**config.mk**
```make
export PLATFORM = sky130hd
export DESIGN_NAME = weather_station_frame_decoder
export DESIGN_NICKNAME = d
export VERILOG_FILES = /design/src/wsfd_pkg.sv /design/src/wsfd_frame_capture.sv /design/src/wsfd_day_stats.sv /design/src/weather_station_frame_decoder.sv
export SDC_FILE = /design/constraint.sdc
export NUM_CORES = 1
export LEC_CHECK = 0
export BUFFER_PORTS_ARGS = -buffer_cell sky130_fd_sc_hd__buf_2
export CORE_MARGIN = 5
export CORE_UTILIZATION = 50
export DETAILED_ROUTE_END_ITERATION = 10
export GPL_ROUTABILITY_DRIVEN = 0
export HOLD_SLACK_MARGIN = 0.06
export PLACE_DENSITY = 0.7
export SLEW_MARGIN = 20
export SYNTH_ARGS = -nofsm -noshare
export SYNTH_HDL_FRONTEND = slang
export SYNTH_SLANG_ARGS = --single-unit
```
**constraint.sdc**
```tcl
create_clock -name clock -period 14.6 [get_ports clock]
set_input_delay 2.92 -clock clock [delete_from_list [all_inputs] [get_ports clock]]
set_output_delay 2.92 -clock clock [all_outputs]
set_load 0.005 [all_outputs]
```
**src/wsfd_pkg.sv**
```systemverilog
`timescale 1ns / 1ps
`default_nettype none
// ----------------------------------------------------------------------------
// wsfd_pkg
// Types and constants shared by the weather-station frame decoder modules.
// ----------------------------------------------------------------------------
package wsfd_pkg;

   // frame layout
   localparam logic [7:0] HDR_BYTE0       = 8'h24;
   localparam logic [7:0] HDR_BYTE1       = 8'h6B;
   localparam logic [3:0] POS_HDR0        = 4'd0;
   localparam logic [3:0] POS_HDR1        = 4'd1;
   localparam logic [3:0] POS_STORE_FIRST = 4'd2;
   localparam logic [3:0] POS_STORE_LAST  = 4'd13;
   localparam logic [3:0] POS_LAST        = 4'd14;
   localparam logic [3:0] POS_DONE        = 4'd15;
   localparam int         STORE_DEPTH     = 12;

   // scaling
   localparam logic signed [12:0] TEMP_OFFSET = 13'sd400;
   localparam logic [11:0]        SPEED_SCALE = 12'd14;
   localparam logic [14:0]        GUST_SCALE  = 15'd112;

   // port widths
   localparam int REQ_TDATA_W = 16;
   localparam int RSP_TDATA_W = 168;

   // bytes 2..13 of a frame, index 0 holds byte 2
   typedef logic [STORE_DEPTH-1:0][7:0] frame_bytes_type;

   // capture stage to decode stage
   typedef struct packed {
      logic            done;
      frame_bytes_type bytes;
      logic [7:0]      last_byte;
   } capture_type;

   // result payload, last field in the lowest bits
   typedef struct packed {
      logic [6:0]         pad;
      logic signed [18:0] ended_day_rain;
      logic signed [12:0] max_temp;
      logic signed [12:0] min_temp;
      logic [23:0]        light_level;
      logic [15:0]        uv_index;
      logic signed [18:0] rain_today;
      logic [14:0]        wind_gust;
      logic [11:0]        wind_speed;
      logic [7:0]         humidity;
      logic signed [12:0] temperature;
      logic [8:0]         wind_dir;
   } rsp_data_type;

   typedef struct packed {
      rsp_data_type data;
      logic         day_ended;
   } result_type;

   // three times a 17-bit signed difference, as 19 bits
   function automatic logic signed [18:0] times_three(input logic signed [16:0] d);
      logic signed [18:0] d_ext;
      d_ext = {{2{d[16]}}, d};
      return d_ext + (d_ext <<< 1);
   endfunction

endpackage
`default_nettype wire

```
**src/wsfd_frame_capture.sv**
```systemverilog
`timescale 1ns / 1ps
`default_nettype none
// ----------------------------------------------------------------------------
// wsfd_frame_capture
// Tracks the byte position, checks the header and stores frame bytes.
// ----------------------------------------------------------------------------
module wsfd_frame_capture (
   input  wire logic                  clock,
   input  wire logic                  reset,
   input  wire logic                  step_en,
   input  wire logic [7:0]            rx_byte,
   input  wire logic                  frame_start,
   output wsfd_pkg::capture_type      cap
);
   import wsfd_pkg::*;

   logic [3:0]      pos_ff, pos_in;
   logic            hdr_ok_ff, hdr_ok_in;
   frame_bytes_type store_ff;
   logic [3:0]      pos_eff;
   logic [3:0]      wr_idx;
   logic            wr_en;

   // position and header check for this item
   always_comb begin
      pos_eff   = frame_start ? POS_HDR0 : pos_ff;
      hdr_ok_in = hdr_ok_ff;
      pos_in    = pos_ff;
      wr_en     = 1'b0;
      wr_idx    = pos_eff - POS_STORE_FIRST;
      cap.done  = 1'b0;
      if (pos_eff != POS_DONE) begin
         if (pos_eff == POS_HDR0) begin
            hdr_ok_in = (rx_byte == HDR_BYTE0);
         end else if (pos_eff == POS_HDR1) begin
            hdr_ok_in = hdr_ok_ff && (rx_byte == HDR_BYTE1);
         end else if (pos_eff inside {[POS_STORE_FIRST:POS_STORE_LAST]}) begin
            wr_en = 1'b1;
         end
         if (pos_eff == POS_LAST) begin
            pos_in   = POS_DONE;
            cap.done = hdr_ok_in;
         end else begin
            pos_in = pos_eff + 4'd1;
         end
      end else begin
         pos_in = pos_eff;
      end
      cap.bytes     = store_ff;
      cap.last_byte = rx_byte;
   end

   // control state
   always_ff @(posedge clock) begin
      if (reset) begin
         pos_ff    <= POS_HDR0;
         hdr_ok_ff <= 1'b0;
      end else if (step_en) begin
         pos_ff    <= pos_in;
         hdr_ok_ff <= hdr_ok_in;
      end
   end

   // frame byte store
   always_ff @(posedge clock) begin
      if (step_en && wr_en) begin
         store_ff[wr_idx] <= rx_byte;
      end
   end

endmodule
`default_nettype wire

```
**src/wsfd_day_stats.sv**
```systemverilog
`timescale 1ns / 1ps
`default_nettype none
// ----------------------------------------------------------------------------
// wsfd_day_stats
// Decodes a completed frame and keeps daily min/max and the rain base.
// ----------------------------------------------------------------------------
module wsfd_day_stats (
   input  wire logic                  clock,
   input  wire logic                  reset,
   input  wire logic                  commit,
   input  wire wsfd_pkg::capture_type cap,
   input  wire logic [4:0]            day_of_month,
   output wsfd_pkg::result_type       result
);
   import wsfd_pkg::*;

   logic               has_minmax_ff;
   logic signed [12:0] min_ff, min_in;
   logic signed [12:0] max_ff, max_in;
   logic               has_day_ff;
   logic [4:0]         day_ff, day_in;
   logic               has_base_ff;
   logic [15:0]        base_ff, base_in;

   logic [11:0]        temp_raw;
   logic signed [12:0] temp;
   logic signed [12:0] min_eff, max_eff, min_new, max_new;
   logic [4:0]         day_eff;
   logic               ended, rebase;
   logic [15:0]        count;
   logic signed [16:0] diff_old, diff_new;

   // field extraction and scaling
   always_comb begin
      temp_raw = {cap.bytes[1][3:0], cap.bytes[2]};
      temp     = $signed({1'b0, temp_raw}) - TEMP_OFFSET;
      count    = {cap.bytes[6], cap.bytes[7]};
   end

   // running extremes, day change and rebase
   always_comb begin
      min_eff  = has_minmax_ff ? min_ff : temp;
      max_eff  = has_minmax_ff ? max_ff : temp;
      min_new  = (min_eff > temp) ? temp : min_eff;
      max_new  = (max_eff < temp) ? temp : max_eff;
      day_eff  = has_day_ff ? day_ff : day_of_month;
      ended    = (day_of_month != day_eff);
      rebase   = ended || !has_base_ff;
      min_in   = ended ? temp : min_new;
      max_in   = ended ? temp : max_new;
      day_in   = rebase ? day_of_month : day_eff;
      base_in  = rebase ? count : base_ff;
      diff_old = $signed({1'b0, count}) - $signed({1'b0, base_ff});
      diff_new = $signed({1'b0, count}) - $signed({1'b0, base_in});
   end

   // result fields
   always_comb begin
      result.data.pad            = '0;
      result.data.wind_dir       = {cap.bytes[1][7], cap.bytes[0]};
      result.data.temperature    = temp;
      result.data.humidity       = cap.bytes[3];
      result.data.wind_speed     = 12'(cap.bytes[4]) * SPEED_SCALE;
      result.data.wind_gust      = 15'(cap.bytes[5]) * GUST_SCALE;
      result.data.rain_today     = times_three(diff_new);
      result.data.uv_index       = {cap.bytes[8], cap.bytes[9]};
      result.data.light_level    = {cap.bytes[10], cap.bytes[11], cap.last_byte};
      result.data.min_temp       = ended ? min_new : 13'sd0;
      result.data.max_temp       = ended ? max_new : 13'sd0;
      result.data.ended_day_rain = ended ? times_three(diff_old) : 19'sd0;
      result.day_ended           = ended;
   end

   // control state
   always_ff @(posedge clock) begin
      if (reset) begin
         has_minmax_ff <= 1'b0;
         min_ff        <= '0;
         max_ff        <= '0;
         has_day_ff    <= 1'b0;
         day_ff        <= '0;
         has_base_ff   <= 1'b0;
         base_ff       <= '0;
      end else if (commit) begin
         has_minmax_ff <= 1'b1;
         min_ff        <= min_in;
         max_ff        <= max_in;
         has_day_ff    <= 1'b1;
         day_ff        <= day_in;
         has_base_ff   <= 1'b1;
         base_ff       <= base_in;
      end
   end

endmodule
`default_nettype wire

```
**src/weather_station_frame_decoder.sv**
```systemverilog
`timescale 1ns / 1ps
`default_nettype none
// ----------------------------------------------------------------------------
// weather_station_frame_decoder
// Decodes 15-byte weather-station frames into scaled sensor readings.
// ----------------------------------------------------------------------------
// Usage:
//   req channel: one received byte per item; req_tuser flags the first byte of
//   a frame, req_tdata also carries the current day of month.
//   rsp channel: one item per completed frame with a good 0x24 0x6B header;
//   rsp_tuser flags an item that closed a day (min/max and day rain valid).
// Path: an accepted byte enters the input register; it is decoded as it leaves
//   that register and, on the last byte of a good frame, the result is loaded
//   into the output register, which drives rsp_tvalid.
// Throughput: one byte per cycle while rsp is not held, set by the single decode
//   step between the input register and the output register.
// Reset: synchronous; clears byte position, header flag, day, extremes and
//   rain base. Bytes before any frame start count as a frame beginning.
// Stall: while rsp is held, the input register holds its byte and req_tready
//   drops once it is full; nothing is lost or repeated.
// ----------------------------------------------------------------------------
module weather_station_frame_decoder (
   input  wire logic                               clock,
   input  wire logic                               reset,
   input  wire logic                               req_tvalid,
   output      logic                               req_tready,
   // [7:0] rx_byte, [12:8] day_of_month, [15:13] zero
   input  wire logic [wsfd_pkg::REQ_TDATA_W-1:0]   req_tdata,
   // [0] frame_start
   input  wire logic                               req_tuser,
   output      logic                               rsp_tvalid,
   input  wire logic                               rsp_tready,
   // [8:0] wind_dir, [21:9] temperature, [29:22] humidity, [41:30] wind_speed,
   // [56:42] wind_gust, [75:57] rain_today, [91:76] uv_index,
   // [115:92] light_level, [128:116] min_temp, [141:129] max_temp,
   // [160:142] ended_day_rain, [167:161] zero
   output      logic [wsfd_pkg::RSP_TDATA_W-1:0]   rsp_tdata,
   // [0] day_ended
   output      logic                               rsp_tuser
);
   import wsfd_pkg::*;

   logic        in_valid_ff;
   logic [7:0]  in_byte_ff;
   logic        in_start_ff;
   logic [4:0]  in_day_ff;
   logic        advance;
   logic        commit;

   logic        out_valid_ff, out_valid_in;
   result_type  out_res_ff;

   capture_type cap;
   result_type  result;

   // handshake: the input register drains whenever the output slot is free
   assign advance    = in_valid_ff && (!out_valid_ff || rsp_tready);
   assign req_tready = !in_valid_ff || advance;
   assign commit     = advance && cap.done;

   // input register
   always_ff @(posedge clock) begin
      if (reset) begin
         in_valid_ff <= 1'b0;
      end else if (req_tready) begin
         in_valid_ff <= req_tvalid;
      end
   end

   always_ff @(posedge clock) begin
      if (req_tready && req_tvalid) begin
         in_byte_ff  <= req_tdata[7:0];
         in_start_ff <= req_tuser;
         in_day_ff   <= req_tdata[12:8];
      end
   end

   wsfd_frame_capture u_capture (
      .clock       (clock),
      .reset       (reset),
      .step_en     (advance),
      .rx_byte     (in_byte_ff),
      .frame_start (in_start_ff),
      .cap         (cap)
   );

   wsfd_day_stats u_stats (
      .clock        (clock),
      .reset        (reset),
      .commit       (commit),
      .cap          (cap),
      .day_of_month (in_day_ff),
      .result       (result)
   );

   // output register
   always_comb begin
      out_valid_in = out_valid_ff;
      if (rsp_tready) begin
         out_valid_in = 1'b0;
      end
      if (commit) begin
         out_valid_in = 1'b1;
      end
   end

   always_ff @(posedge clock) begin
      if (reset) begin
         out_valid_ff <= 1'b0;
      end else begin
         out_valid_ff <= out_valid_in;
      end
   end

   always_ff @(posedge clock) begin
      if (commit) begin
         out_res_ff <= result;
      end
   end

   assign rsp_tvalid = out_valid_ff;
   assign rsp_tdata  = out_res_ff.data;
   assign rsp_tuser  = out_res_ff.day_ended;

endmodule
`default_nettype wire

```
# Word level (Yosys, flattened, before mapping)

Index checks and enable logic that the tools add are counted.
Widths: inputs -> output; s select.

Bits in registers: 322
Bits of input ports: 21
Output and inout bits: 171
Logic and storage cells: 98

Add/sub/neg operators: 7
Multipliers: 2
$lt $le $gt $ge: 6
Eq/ne operators: 6
Mux-type cells: 25
Reduce and logical (&&, ||, !) cells: 16

Operators by type and width:

| operator              | number |
|---|---|
| $bwmux 96             | 1 |
| $mux 13               | 6 |
| $add 17x18->19        | 2 |
| $sub 16x16->17        | 2 |
| $demux 8 s4           | 1 |
| $mul 8x3->11 const B  | 2 |
| $mux 16               | 1 |
| $gt 13x13->1          | 1 |
| $lt 13x13->1          | 1 |
| $sub 12x9->13 const B | 1 |
| $mux 4                | 3 |
| $mux 1                | 10 |
| $mux 5                | 2 |
| $eq 8x6->1 const B    | 1 |
| $eq 8x7->1 const B    | 1 |
| $mux 8                | 1 |
| $logic_and 1x1->1     | 7 |
| $lt 4x5->1 const B    | 1 |
| $ne 5x5->1            | 1 |
| $add 4x1->4 const B   | 1 |
| $eq 4x1->1 const B    | 1 |
| $eq 4x4->1 const B    | 1 |
| $ge 4x1->1 const B    | 1 |
| $ge 4x2->1 const B    | 1 |
| 8 further kinds       | 12 |

# Logic depth before layout (Yosys ltp)

Gate-level depths: netlist of run 1.

Word-level depth: 8
Gate-level depth with buffers: 22

# By module

Synthesis of run 1 repeated with hierarchy kept, for this count alone.

Cell total of the unflattened synthesis: 1408
Area, all modules: 16778.6 sq um

Modules (own cells, without submodules):

| module                        | times used | cells an instance | area an instance (sq um) | seq. area each (sq um) |
|---|---|---|---|---|
| wsfd_day_stats                | 1          | 1042              | 7746.2                   | 960.9 |
| weather_station_frame_decoder | 1          | 194               | 5597.9                   | 5535.3 |
| wsfd_frame_capture            | 1          | 172               | 3434.5                   | 2982.9 |

# Worst setup path after synthesis of run 1

No wires, ideal clock.

Kind: input port to flip-flop
Start point: in rsp_tready
End point: reg u_stats.base_ff[0]
Arrival time: 6172 ps
Slack: 8301 ps
Stages: 8
Path buffers: 2
Cell sequence: nand2b_1 > nand2_1 > or3_1 > clkbuf_1 > inv_1 > buf_2 > mux2i_1 > nor2_1

Longest elaborated chain between the ends: 3

RTL lines:

| element              | line                                | source |
|---|---|---|
| start, declared      | weather_station_frame_decoder.sv:32 | `input wire logic rsp_tready,` |
| $logic_or 1x1->1     | weather_station_frame_decoder.sv:57 | `assign advance = in_valid_ff && (!out_valid_ff \|\| rsp_tready);` |
| $logic_and 1x1->1    | weather_station_frame_decoder.sv:57 |  |
| $logic_and 1x1->1    | weather_station_frame_decoder.sv:59 | `assign commit = advance && cap.done;` |
| via commit           | weather_station_frame_decoder.sv:48 | `logic commit;` |
| end signal, assigned | wsfd_day_stats.sv:91                | `base_ff <= base_in;` |
| end, declared        | wsfd_day_stats.sv:23                | `logic [15:0] base_ff, base_in;` |

The timed path passes the listed nets, and every way through them passes these cells.
A chain may end at the register's enable or synchronous reset.

# Worst setup path in the final report of run 1

Start point: in rsp_tready
End point: out req_tready

Longest elaborated chain between the ends: 3

RTL lines:

| element           | line                                | source |
|---|---|---|
| $logic_or 1x1->1  | weather_station_frame_decoder.sv:57 |  |
| $logic_and 1x1->1 | weather_station_frame_decoder.sv:57 |  |
| $logic_or 1x1->1  | weather_station_frame_decoder.sv:58 | `assign req_tready = !in_valid_ff \|\| advance;` |
| end, declared     | weather_station_frame_decoder.sv:26 | `output logic req_tready,` |

Every way passes these cells.

==> results list, run 1 <==
- The flow ran to the end, and the final reports show no timing, DRC or antenna violations.
* Most used flip-flop cell after synthesis: sky130_fd_sc_hd__edfxtp_1
- For this run, design rule violations remaining after detail routing come to 0.
- Count of port buffers added during placement: 176
- Total clock sinks: ~320
- Combined area of all synthesized cells: 15,900 um^2
- Count of cell types in the netlist: 70
- A synthesized cell averages 11.8 um^2.
- Cell Count Post-Placement: between 1,500 and 2,000
- Of the synthesized area, sequential elements account for 56.6%.
- Reg2reg setup slack: 8.92 ns
- In this run the tightest slew margin relative to its limit is a little over a third.
- Global routing consumed, on the met3 layer, between 3 and 4% of the routing resources.
- Buffers inserted during clock tree synthesis total 35.
- Crit path arrival time: about 3.4 ns
- Counting flops with an async set or reset pin after synthesis yields a share of 0%.
- Clock Tree Root: sky130_fd_sc_hd__clkbuf_16
- Number of warnings printed during yosys synthesis: 0
* Count of flip-flops with a built-in enable after synthesis: between 200 and 300
- The worst setup path is captured at an output port.
- 0 antenna diodes ended up in the layout.
- Resized cells post-CTS: 0
- Number of ports placed on the die boundary: 192
- The critical path is of the input pin to output port type.
- In the final routed layout, each cell accounts on average for roughly 17 um.
- Initial DRT Pass Iterations: 5
- The die covers 35,600 um^2.
- The clock tree synthesis step divided the H-tree into 2 levels.
- Clock Skews: 0.0140 ns
* Die height: between 150 and 200 um
- The via count of the first global-routing pass was 10,926.
- Leakage power figure: roughly 7.2 nW
- Setup violations remaining at the end of the flow were counted as 0.
* MaxCap Viol Count: 0
- In this run the core area contains 65 standard-cell rows.
- Hold Path End: rsp_tdata[88]
- Leaving out fill and tap cells, the most frequent cell in the layout is sky130_fd_sc_hd__edfxtp_1.
- Cells fill about three fifths of the core in the end.
- Net count, final: approximately 1,700
* Final antenna-violating net count: 0
- Antenna violations before repair: 1
* Maximum fanout along the worst path: 2
- Global routing used 34.3% of the available met2 tracks.
* DPL Wire Length: 23.6 mm
* Number of design-rule violations left by the first detailed-router iteration: a little under 700
* Fin cells: roughly 2,000
- The startpoint identified for the worst hold timing path is u_capture.cap[76].
* Required time reported for the critical path endpoint: 11.68 ns
* Final hold violations: 0
- STA classifies the critical path startpoint as an input pin.
* Clock transition at the registers of the reported paths: approximately 0.060 ns
- The tightest min-delay check is of the flip-flop to flip-flop type.
* FF+latch count, synth: roughly 320
- From synthesis to final layout, the design area changed by 15.5%.
- Worst r2r src: u_stats.has_base_ff
* Actual transition at the worst max-transition pin: 0.950 ns
- The number of setup buffers added after CTS is 0.
* Initial Utilization: about half
- In the finished design, the share of the clock period the worst path needs comes to a little over two fifths.
* Worst-case reg-to-reg path depth: 19
- TritonCTS built the clock tree.
- In the global route stage, met1 resource usage came out at about a quarter.
- After technology mapping, the gate count stands at approximately 1,400.
* Hold Path Depth: 0
- Ratio of routed vias to standard cells: between 5 and 6
* Highest clock rate: 158 MHz
- Largest buffer count on any clock path: 3
* GRT Overall Usage: 19.3%
- The number of hold buffers added after CTS was 0.
* Total length of routed wires: 34.2 mm
- met2 is the most crowded layer.
- The worst-case IR drop observed on VDD is roughly 0.086 mV.
- After layout, the minimum clock period comes to roughly 6.3 ns.
* Setup repair after global routing missed its margin: false
* Total via count in the routed design: around 11,000
- For the final routed database, the setup TNS stands at 0 ns.
- The top cell types in the final layout, fill and taps aside, are 264 x sky130_fd_sc_hd__edfxtp_1, 176 x sky130_fd_sc_hd__buf_2, 153 x sky130_fd_sc_hd__nor2_1, 116 x sky130_fd_sc_hd__ha_1, 106 x sky130_fd_sc_hd__a21oi_1.
- Global-route wire length before repair: ~56 mm
* GRT Residual Overflow: 0
- Layout cell share with drive strength beyond 1: 16.6%
* Core footprint: between 30,000 and 40,000 um^2
- Entering global routing, the biggest net connects 91 pins.
- Clock Latency Late Sink: between 0.5 and 0.6 ns
- Pwr/cell area: 105 nW/um^2
- From left edge to right edge, the die measures ~190 um.
- Total count of max-transition violations in the final report: 0
- The worst register-to-register path ends at rsp_tdata[72].
## synthesized netlist by cell type (all sizes together) (5+ instances only)
cell type / instances / area, um^2
edfxtp: 264 / 7930
nor2: 153 / 574
ha: 116 / 1450
a21oi: 108 / 544
inv: 97 / 364
nand2: 75 / 282
dfxtp: 55 / 1100
xnor2: 46 / 403
o21ai: 42 / 214
a211oi: 41 / 328
a21o: 31 / 233
clkbuf: 31 / 116
nor3: 26 / 135
xor2: 22 / 193
fa: 20 / 400
mux2i: 20 / 200
buf: 19 / 129
nand3: 18 / 90.1
o21a: 17 / 128
and2: 15 / 93.8
nand2b: 13 / 81.3
nor2b: 13 / 81.3
and3: 12 / 75.1
a31oi: 11 / 68.8
o21bai: 9 / 67.6
nand4: 8 / 50.1
or3: 7 / 43.8
a311oi: 6 / 52.6
a2111oi: 5 / 50.0
## worst max-delay path, stage by stage
cell and delay, ns:
sky130_fd_sc_hd__buf_2 0.10, sky130_fd_sc_hd__nor2b_1 0.14, sky130_fd_sc_hd__nand2_1 0.10, sky130_fd_sc_hd__buf_2 0.14
## through the flow
| step | power [mW] | worst slack, ns | hold WS (ns) | area, um^2 |
|---|---|---|---|---|
| finish | 1.93 | 8.28 | 0.413 | 18400 |
| global route | 1.99 | 8.23 | 0.413 | 18400 |
| CTS | 1.95 | 8.28 | 0.413 | 18400 |
| detailed placement | 1.03 | 8.28 | 0.405 | 17200 |
| global placement | 1.03 | 8.32 | 0.401 | 17200 |
| floorplan | 1.02 | 8.30 | 0.400 | 16000 |
## per-layer routing
layer | vias up | share of wire [%]
met1 | 5131 | 44
met3 | 41 | 4.4
met2 | 230 | 50
met4 | 2 | 1.6
met5 | - | 0.026
li1 | 5271 | -
## sequential cells by signal, indices dropped and copies added, names as in the netlist, 4 cells and up
name	cells
u_stats.day_ff	5
u_capture.pos_ff	4
u_stats.base_ff	16
in_byte_ff	8
u_stats.max_ff	13
u_stats.min_ff	13
in_day_ff	5
rsp_tdata	156
u_capture.cap	93
## cell type report
cell class,instances,area (um^2)
Timing Repair Buffer,183,937
Clock inverter,24,253
Sequential cell,319,9030
Inverter,97,369
Fill cell,2660,13200
Clock buffer,40,958
Multi-Input combinational cell,901,6350
Tap cell,402,503
## power breakdown
part	switching [mW]	leakage [nW]	internal [mW]
Combinational	0.00910	3.75	0.00462
Clock	0.369	0.591	0.550
Sequential	0.0138	2.86	0.983
Total	0.392	7.20	1.54
## cells by family after synthesis
kind of cell / Yosys count / share of synthesized area, %
compound gates: 307 / 12.6
xor+xnor: 68 / 3.74
fa+ha+maj: 136 / 11.6
buf+inv: 147 / 3.82
flops: 319 / 56.6
mux: 20 / 1.26
other cells: 1 / 0.0235
simple gates: 358 / 10.3
## how the worst max path moves through the flow
stage                     from                  to  slack, ns  depth (start not counted)
floorplan           rsp_tready  u_stats.base_ff[0]       8.30                          8
global placement    rsp_tready          req_tready       8.32                          4
detailed placement  rsp_tready          req_tready       8.28                          4
CTS                 rsp_tready          req_tready       8.28                          4
global route        rsp_tready          req_tready       8.23                          4
finish              rsp_tready          req_tready       8.28                          4
No activity file was read; power rests on OpenSTA's default activity.
==> inputs of run 2 (changes only) <==
Clock period 14.6 ns to 5.9 ns, I/O delays scaled along.
==> run 2 against run 1 <==
Net effect:
- highest routed layer unchanged
- routed wire length is essentially flat
- global-route usage shrank 0.091 points
- flip-flop and latch count is the same
- register-to-register slack lost 8.2 ns
- core utilization grew 0.20 points
- clock-buffer cell count grew 11
- via count grew 0.62%
- worst hold slack gained 0.0041 ns
- die area is the same
- worst setup slack lost 7.6 ns
==> results list, run 2 (synthesis results as in run 1) <==
* Startpoint kind of the worst setup timing path: flip-flop
- The ratio of total power to cell area was 263 nW/um^2 (+150%).
* Post-place setup slack: 0.764 ns (-7.52 ns)
- The worst register-to-register path begins at in_day_ff[3].
- Required time reported for the critical path endpoint: 6.25 ns (-5.43 ns)
- Layout cell share with drive strength beyond 1: 16.3% (-0.21 points)
- The peak per-stage delay on the critical path was 0.47 ns (+0.33 ns).
* Signed area change from the synthesized netlist to the final layout: 15.9%
- Post-CTS Setup Inserts: 0 (unchanged)
- Hold Crit Start: u_capture.cap[100]
- Area taken by flip-flops and latches: 9030 um^2 (unchanged)
* Slew HR: 40.0% (+4.9 points)
- The worst ir drop on vdd was 0.263 mV (+200%).
- The via count of the first global-routing pass came to 10,919 (-0.064%).
- The layout filler cell count is 2,603 (-2.1%).
- The number of levels the H-tree was split into is 2 (unchanged).
* Most frequent standard cell in the layout excluding fill and tap cells: sky130_fd_sc_hd__edfxtp_1
- Final hold violations: 0 (unchanged)
* Number of ports placed on the die boundary: 192 (unchanged)
- The port buffer count is 176 (unchanged).
* Initial DRT Pass Iterations: 6 (+1)
* Finished layout cell area: 18,500 um^2 (+0.35%)
- MaxCap Viol Count: 0 (unchanged)
- Leakage power figure: 7.24 nW (+0.49%)
- Total length of routed wires: 34.2 mm (about the same)
* GRT Residual Overflow: 0 (unchanged)
- Clock Tree Root: sky130_fd_sc_hd__clkbuf_16
- Die height: 189 um (unchanged)
- The flip-flop count of the largest register after layout was 156 (unchanged).
- The standard cell core area is 31,600 um^2 (unchanged).
- Total power after layout: 4.85 mW (+150%)
* Post-placement cell area: 17,200 um^2 (+0.20%)
* Setup TNS: 0 ns (unchanged)
- Chain of cells forming the critical path: xor2_1, or3_1, nor2_1, o21ai_0, ha_1, fa_1, a21o_1, a21oi_1, o21a_1, o22ai_1, xnor2_1, ha_1, a211o_1, o311ai_1, a21oi_1, o41ai_2, or4b_1, o211ai_1
- Dividing the final minimum period by the clock period gives between 80% and 90%.
* Maximum fanout along the worst path: 4 (+2)
- The site row count came to 65 (unchanged).
- The worst hold slack is 0.417 ns (+0.00408 ns).
- The count of final max-slew check failures is 0 (unchanged).
- Post-layout worst setup margin: 0.683 ns (-7.59 ns)
- DPL Wire Length: 23.6 mm (-0.11%)
- Outcome: complete, no violations
- The largest net degree at the start of global routing came to 90 (-1.1%).
- The clock transition time at the flip-flop clock pins of the worst setup and hold paths came to 0.06 ns (about the same).
- Master of the slowest instance on the critical path: sky130_fd_sc_hd__or4b_1
- The vias per cell was 5.46 (+0.52%).
- TritonCTS clock tree: built
* Number of design-rule violations left by the first detailed-router iteration: 748 (+8.1%)
- Source of the critical timing path: in_day_ff[3]
- The CTS sink count was 319 (unchanged).
- The data arrival time of the critical path was 5.57 ns (+2.17 ns).
* Highest clock rate: 192 MHz
* Total CTS buffers: 35 (unchanged)
- The total global-route track usage was 19.2% (-0.091 points).
* Post-Route Utilization: 58.5% (+0.20 points)
- The number of hold buffers added after CTS is 0 (unchanged).
* Commonest cells after routing, fill and taps aside: 264 x sky130_fd_sc_hd__edfxtp_1, 176 x sky130_fd_sc_hd__buf_2, 153 x sky130_fd_sc_hd__nor2_1, 116 x sky130_fd_sc_hd__ha_1, 106 x sky130_fd_sc_hd__a21oi_1
* Routed length per instance: 17.4 um (-0.17%)
* Clock Latency Late Sink: 0.52 ns (about the same)
- The worst setup path is captured at a flip-flop.
* Die width: 189 um (unchanged)
- Multi-input logic area: 6350 um^2 (-0.12%)
- Final setup fails: 0 (unchanged)
* Largest buffer count on any clock path: 3 (unchanged)
- Classification of the worst-slack hold path: flip-flop to flip-flop
- Antenna violations before repair: 2 (+1)
* Cell Count Post-Placement: 1,905 (+0.16%)
- The total number of vias was 10,741 (+0.62%).
* Actual transition at the worst max-transition pin: 0.878 ns (-0.0720 ns)
* Reg2reg setup slack: 0.68 ns (-8.24 ns)
- The routed design could run at a clock period as short as 5.22 ns.
- Fin cells: 1,968 (+0.10%)
* Setup repair after global routing missed its margin: false
- Resized cells post-CTS: 0 (unchanged)
- The die outline area was 35,600 um^2 (unchanged).
- Detailed-route DRC error count: 0 (unchanged)
- Setup Crit Path Kind: flip-flop to flip-flop
* Final antenna-violating net count: 0 (unchanged)
* Clock Skews: 0.0187 ns (+0.00474 ns)
- The number of nets in the final layout is 1,697 (+0.18%).
- The global-route wire length before repair was 55.8 mm (-0.78%).
- Antenna fix cells: 0 (unchanged)
- Initial Utilization: 50.5% (unchanged)
## run 2: worst max-delay path, delay by kind of cell (launching register included)
kind                       cells  cell delay (ns)
AOI/OAI and AO/OA             10             2.14
xor gates and xnor gates       2             0.41
adders and majority gates      3             0.98
DFF                            1             0.40
and+or+nand+nor                3             1.10
## run 2: area by class of cell
cell class              instances  area share [%]
flip-flops and latches        319            48.9
repair buffers                186            5.24
inverters                      97            2.00
well taps                     402            2.72
multi-input cells             901            34.4
clock inverters                12            1.26
clock buffers                  51            5.51
## run 2: per-layer routing
layer	global-route usage, %	wire length (um)
met3	3.41	1930
met4	4.57	641
met2	34.4	17300
met5	0	19
met1	24.3	14300
## run 2: path summary, 6_finish.rpt
path,endpoint,depth (start not counted)
setup / recovery,rsp_tdata[73],18
hold / removal,rsp_tdata[104],0
setup reg to reg,rsp_tdata[73],18
hold reg to reg,rsp_tdata[104],0
## run 2: report_power, final
| group | switching, mW | leakage [nW] | internal [mW] |
|---|---|---|---|
| clock network | 0.879 | 0.611 | 1.47 |
| logic | 0.0225 | 3.76 | 0.0114 |
| registers | 0.0338 | 2.86 | 2.43 |
==> inputs of run 3 (changes only) <==
Settings changed: ABC_AREA from default to 1.
==> run 3 against run 2 <==
Net effect:
- clock power shrank 7%
- core utilization shrank 0.81 points
- total power shrank 3.2%
==> results list, run 3 <==
- The global routing stage identified its most utilized layer as met2.
- The post-cts repair resize count is 0 (unchanged).
* Clock Latency Late Sink: 0.53 ns (about the same)
- The clock transition time at the flip-flop clock pins of the worst setup and hold paths came to 0.06 ns (about the same).
- The number of buffers inserted to repair setup after CTS is 0 (unchanged).
- The count of final max-slew check failures was 0 (unchanged).
* Worst-case reg-to-reg path depth: 24 (+6)
- The final number of setup-violating endpoints is 0 (unchanged).
* Antenna fix cells: 0 (unchanged)
- TritonCTS built the clock tree.
* Destination of the critical timing path: rsp_tdata[73]
- The total negative setup slack is 0 ns (unchanged).
- Commonest cells after routing, fill and taps aside: 264 x sky130_fd_sc_hd__edfxtp_1, 256 x sky130_fd_sc_hd__nand2_1, 189 x sky130_fd_sc_hd__inv_1, 176 x sky130_fd_sc_hd__buf_2, 173 x sky130_fd_sc_hd__a21oi_1
* Compound-Gate Fraction of Synth Area: 11.3% (-1.3 points)
- Critical path capture point type: flip-flop
- The total global-route track usage is 19.5% (+0.34 points).
- Total internal power: 3.73 mW (-4.7%)
* Most used cell along the critical path: sky130_fd_sc_hd__nand2_1
- The required time at the endpoint of the critical path was 6.17 ns (-0.08 ns).
- Capture instance of the worst register-to-register path: rsp_tdata[73]
- The global-route wire length before repair was 57.7 mm (+3.4%).
- Post-synthesis simple-gate area fraction: 12.6% (+2.3 points)
- Finished layout cell area: 18,700 um^2 (+1.2%)
- The die outline area is 36,300 um^2 (+2.1%).
- The worst hold slack came to 0.413 ns (-0.00323 ns).
- Total length of routed wires: 35.3 mm (+3.1%)
- The total number of vias is 11,552 (+7.6%).
- Gate power share: 1.1% (+0.4 points)
- Count of flip-flops with a built-in enable after synthesis: 264 (unchanged)
- Final hold violations: 0 (unchanged)
* Yosys top cell by area: sky130_fd_sc_hd__edfxtp_1
* Met2 Resource Use GR: 33.6% (-0.87 points)
- Post-layout min period: 4.56 ns (-0.657 ns)
- The peak per-stage delay on the critical path is 0.44 ns (-0.03 ns).
* Post-route fraction of the period consumed by the critical path: 77.3% (-11 points)
- Classification of the worst-slack hold path: flip-flop to flip-flop
- The number of buffers created by CTS came to 35 (unchanged).
* Reg2reg setup slack: 1.34 ns (+0.66 ns)
- The fraction of power consumed by sequential logic came to 52.5% (+1.7 points).
- Number of global-route vias before repair: 11,516 (+5.5%)
- Core footprint: 32,400 um^2 (+2.6%)
* Post-synthesis share of cell area spent on full adders, half adders and majority gates: 11.4% (-0.25 points)
* Most frequent standard cell in the layout excluding fill and tap cells: sky130_fd_sc_hd__edfxtp_1
- Final antenna-violating net count: 0 (unchanged)
* Crit. path cell count: 24 (+6)
- Die height: 190 um (+1.0%)
- VDD IR max: 0.239 mV (-9.2%)
* Row cnt: 66 (+1.5%)
- Multiplexer area fraction after synthesis: 0% (-1.3 points)
- The synthesized area per cell is 10.4 um^2 (-11%).
* DPL Wire Length: 24.6 mm (+4.1%)
* Async set-reset flop share out of synthesis: 0% (unchanged)
- Pwr/cell area: 251 nW/um^2 (-4.3%)
- Number of ports placed on the die boundary: 192 (unchanged)
- The share of post-route cells with drive strength above 1 is 15.3% (-1.0 points).
- The maximum fanout along the worst path is 34 (+30).
- The number of levels the H-tree was split into came to 2 (unchanged).
- Portion of total power attributed to the clock network: 46.5% (-2.0 points)
- Initial Utilization: 50.3% (-0.19 points)
- Post-Route Utilization: 57.7% (-0.81 points)
* Main area contributors after synthesis: sky130_fd_sc_hd__edfxtp_1 49%, sky130_fd_sc_hd__ha_1 8.9%, sky130_fd_sc_hd__dfxtp_1 6.8%, sky130_fd_sc_hd__nand2_1 5.9%, sky130_fd_sc_hd__a21oi_1 5.3%
* GRT Residual Overflow: 0 (unchanged)
* Number of design-rule violations left by the first detailed-router iteration: 768 (+2.7%)
* GR Layer Usage met3: 3.86% (+0.45 points)
- Top cells by instance count after synthesis: 264 x sky130_fd_sc_hd__edfxtp_1, 256 x sky130_fd_sc_hd__nand2_1, 189 x sky130_fd_sc_hd__inv_1, 173 x sky130_fd_sc_hd__a21oi_1, 126 x sky130_fd_sc_hd__o21ai_0
- Signed area change from the synthesized netlist to the final layout: 14.7%
- Actual transition at the worst max-transition pin: 0.955 ns (+0.0773 ns)
- The maximum clock path buffer count came to 3 (unchanged).
- After synthesis, the largest family of logic cells by area is simple AND/OR/NAND/NOR gates.
- Routed length per instance: 15.9 um (-8.6%)
* FF+latch count, synth: 319 (unchanged)
- Ratio of routed vias to standard cells: 5.21 (-4.6%)
- Sequential element share of the synthesized area: 55.4% (-1.2 points)
- The maximum clock frequency is 219 MHz (+14%).
* Master of the slowest instance on the critical path: sky130_fd_sc_hd__fa_1
- The data arrival time of the critical path came to 4.83 ns (-0.74 ns).
- Total clock sinks: 319 (unchanged)
- Chain of cells forming the critical path: nand2_1, nand2_1, nor2_2, nand3_4, nor2_8, inv_1, o21ai_0, inv_1, fa_1, inv_1, nand3_1, nand2_1, inv_1, ha_1, nand2_1, nor2_1, a211oi_1, o21bai_1, a21oi_1, o21ai_0, nand3_1, nand2_1, nand2_1, nand2_1
- Combined area of all synthesized cells: 16,300 um^2 (+2.2%)
- The count of unique library cells instantiated by Yosys was 52 (-26%).
- Post-CTS Hold Fix Bufs: 0 (unchanged)
- The flow ran to the end, and the final reports show no timing, DRC or antenna violations.
* Post-placement cell area: 17,500 um^2 (+1.8%)
- Die width: 190 um (+1.0%)
- CP delay by family, top: simple AND/OR/NAND/NOR gates
- The number of nets in the final layout came to 1,908 (+12%).
* Largest register FFs: 156 (unchanged)
- The DRC violation count after routing was 0 (unchanged).
- The total buffers and inverters traversed by the critical path is 4 (+4).
* Antenna violations before repair: 3 (+1)
- The clock skew after layout was 0.0154 ns (-0.00339 ns).
- The fraction of synthesized cell area in xor and xnor cells came to 3.04% (-0.69 points).
- The max-cap violation count came to 0 (unchanged).
- Startpoint kind of the worst setup timing path: flip-flop
* Slew HR: 36.3% (-3.7 points)
* Clock Tree Root: sky130_fd_sc_hd__clkbuf_16
* Setup Crit Path Kind: flip-flop to flip-flop
- Count of port buffers added during placement: 176 (unchanged)
* Source of the critical timing path: in_day_ff[0]
- Setup repair after global routing missed its margin: false
- The area fraction of the dominant cell type after synthesis came to 48.7% (-1.1 points).
* Switching power share of the total: 20.5% (+1.2 points)
* Worst r2r src: in_day_ff[0]
* Most used standard cell by instance count after synthesis: sky130_fd_sc_hd__edfxtp_1
- The global routing met1 resource utilization is 25.3% (+1.0 points).
- Initial DRT Pass Iterations: 5 (-1)
* Number of warnings printed during yosys synthesis: 0 (unchanged)
- Synthesized netlist cell count: 1,565 (+15%)
* Maximum number of pins on one net before global-route repair: 79 (-12%)
* Net load switching power: 0.964 mW (+3.1%)
- The static leakage power is 7.98 nW (+10%).
- Most used flip-flop cell after synthesis: sky130_fd_sc_hd__edfxtp_1
run 3: changes by cell type after synthesis, sizes merged, moves of 16 or more:
| cell | before | now |
|---|---|---|
| nand2 | 75 | 264 |
| inv | 97 | 195 |
| o21ai | 42 | 136 |
| a21oi | 108 | 174 |
| nand3 | 18 | 84 |
| nor2 | 153 | 101 |
| a211oi | 41 | 3 |
| xnor2 | 46 | 12 |
| a21o | 31 | 6 |
| clkbuf | 31 | 9 |
| mux2i | 20 | 0 |
| xor2 | 22 | 42 |
| buf | 19 | 35 |
| nor3 | 26 | 10 |
run 3: per-stage QoR:
stage	instances	total power, mW	worst slack, ns
floorplan	1576	2.53	1.64
global route	2219	4.87	0.941
CTS	2219	4.76	1.39
detailed placement	2156	2.56	1.41
finish	2219	4.70	1.34
global placement	2156	2.56	1.54
run 3: area by class of cell:
cell class / count / area, um^2
clock buffer: 41 / 898
clock inverter: 22 / 251
fill: 2777 / 13700
inverter: 195 / 737
multi-input combinational: 1018 / 6280
sequential: 319 / 9030
tap: 442 / 553
timing repair buffer: 182 / 938
run 3: layer usage:
layer  vias up  wire (um)
li1       5745          -
met1      5415      15200
met3        67       2190
met2       319      17000
met4         6        878
met5         -         39
run 3: cells by family after synthesis:
family / after synthesis
simple gates: 473
other cells: 1
xor+xnor: 54
buf+inv: 239
fa+ha+maj: 136
flops: 319
compound gates: 343
run 3: how the worst min path moves through the flow:
stage / to / start / cells past startpoint
2_1_floorplan: rsp_tdata[0] / u_capture.cap[8] / 0
3_3_place_gp: rsp_tdata[109] / u_capture.cap[89] / 0
3_5_place_dp: rsp_tdata[113] / u_capture.cap[93] / 0
4_1_cts: rsp_tdata[84] / u_capture.cap[72] / 0
5_1_grt: rsp_tdata[84] / u_capture.cap[72] / 0
6_report: rsp_tdata[84] / u_capture.cap[72] / 0
run 3: power by group through the flow:
stage	registers, mW	logic [mW]	clock network (mW)
3_3_place_gp	2.51	0.0482	0
3_5_place_dp	2.52	0.0494	0
2_1_floorplan	2.49	0.0407	0
6_report	2.47	0.0501	2.18
5_1_grt	2.47	0.0567	2.34
4_1_cts	2.47	0.0498	2.24
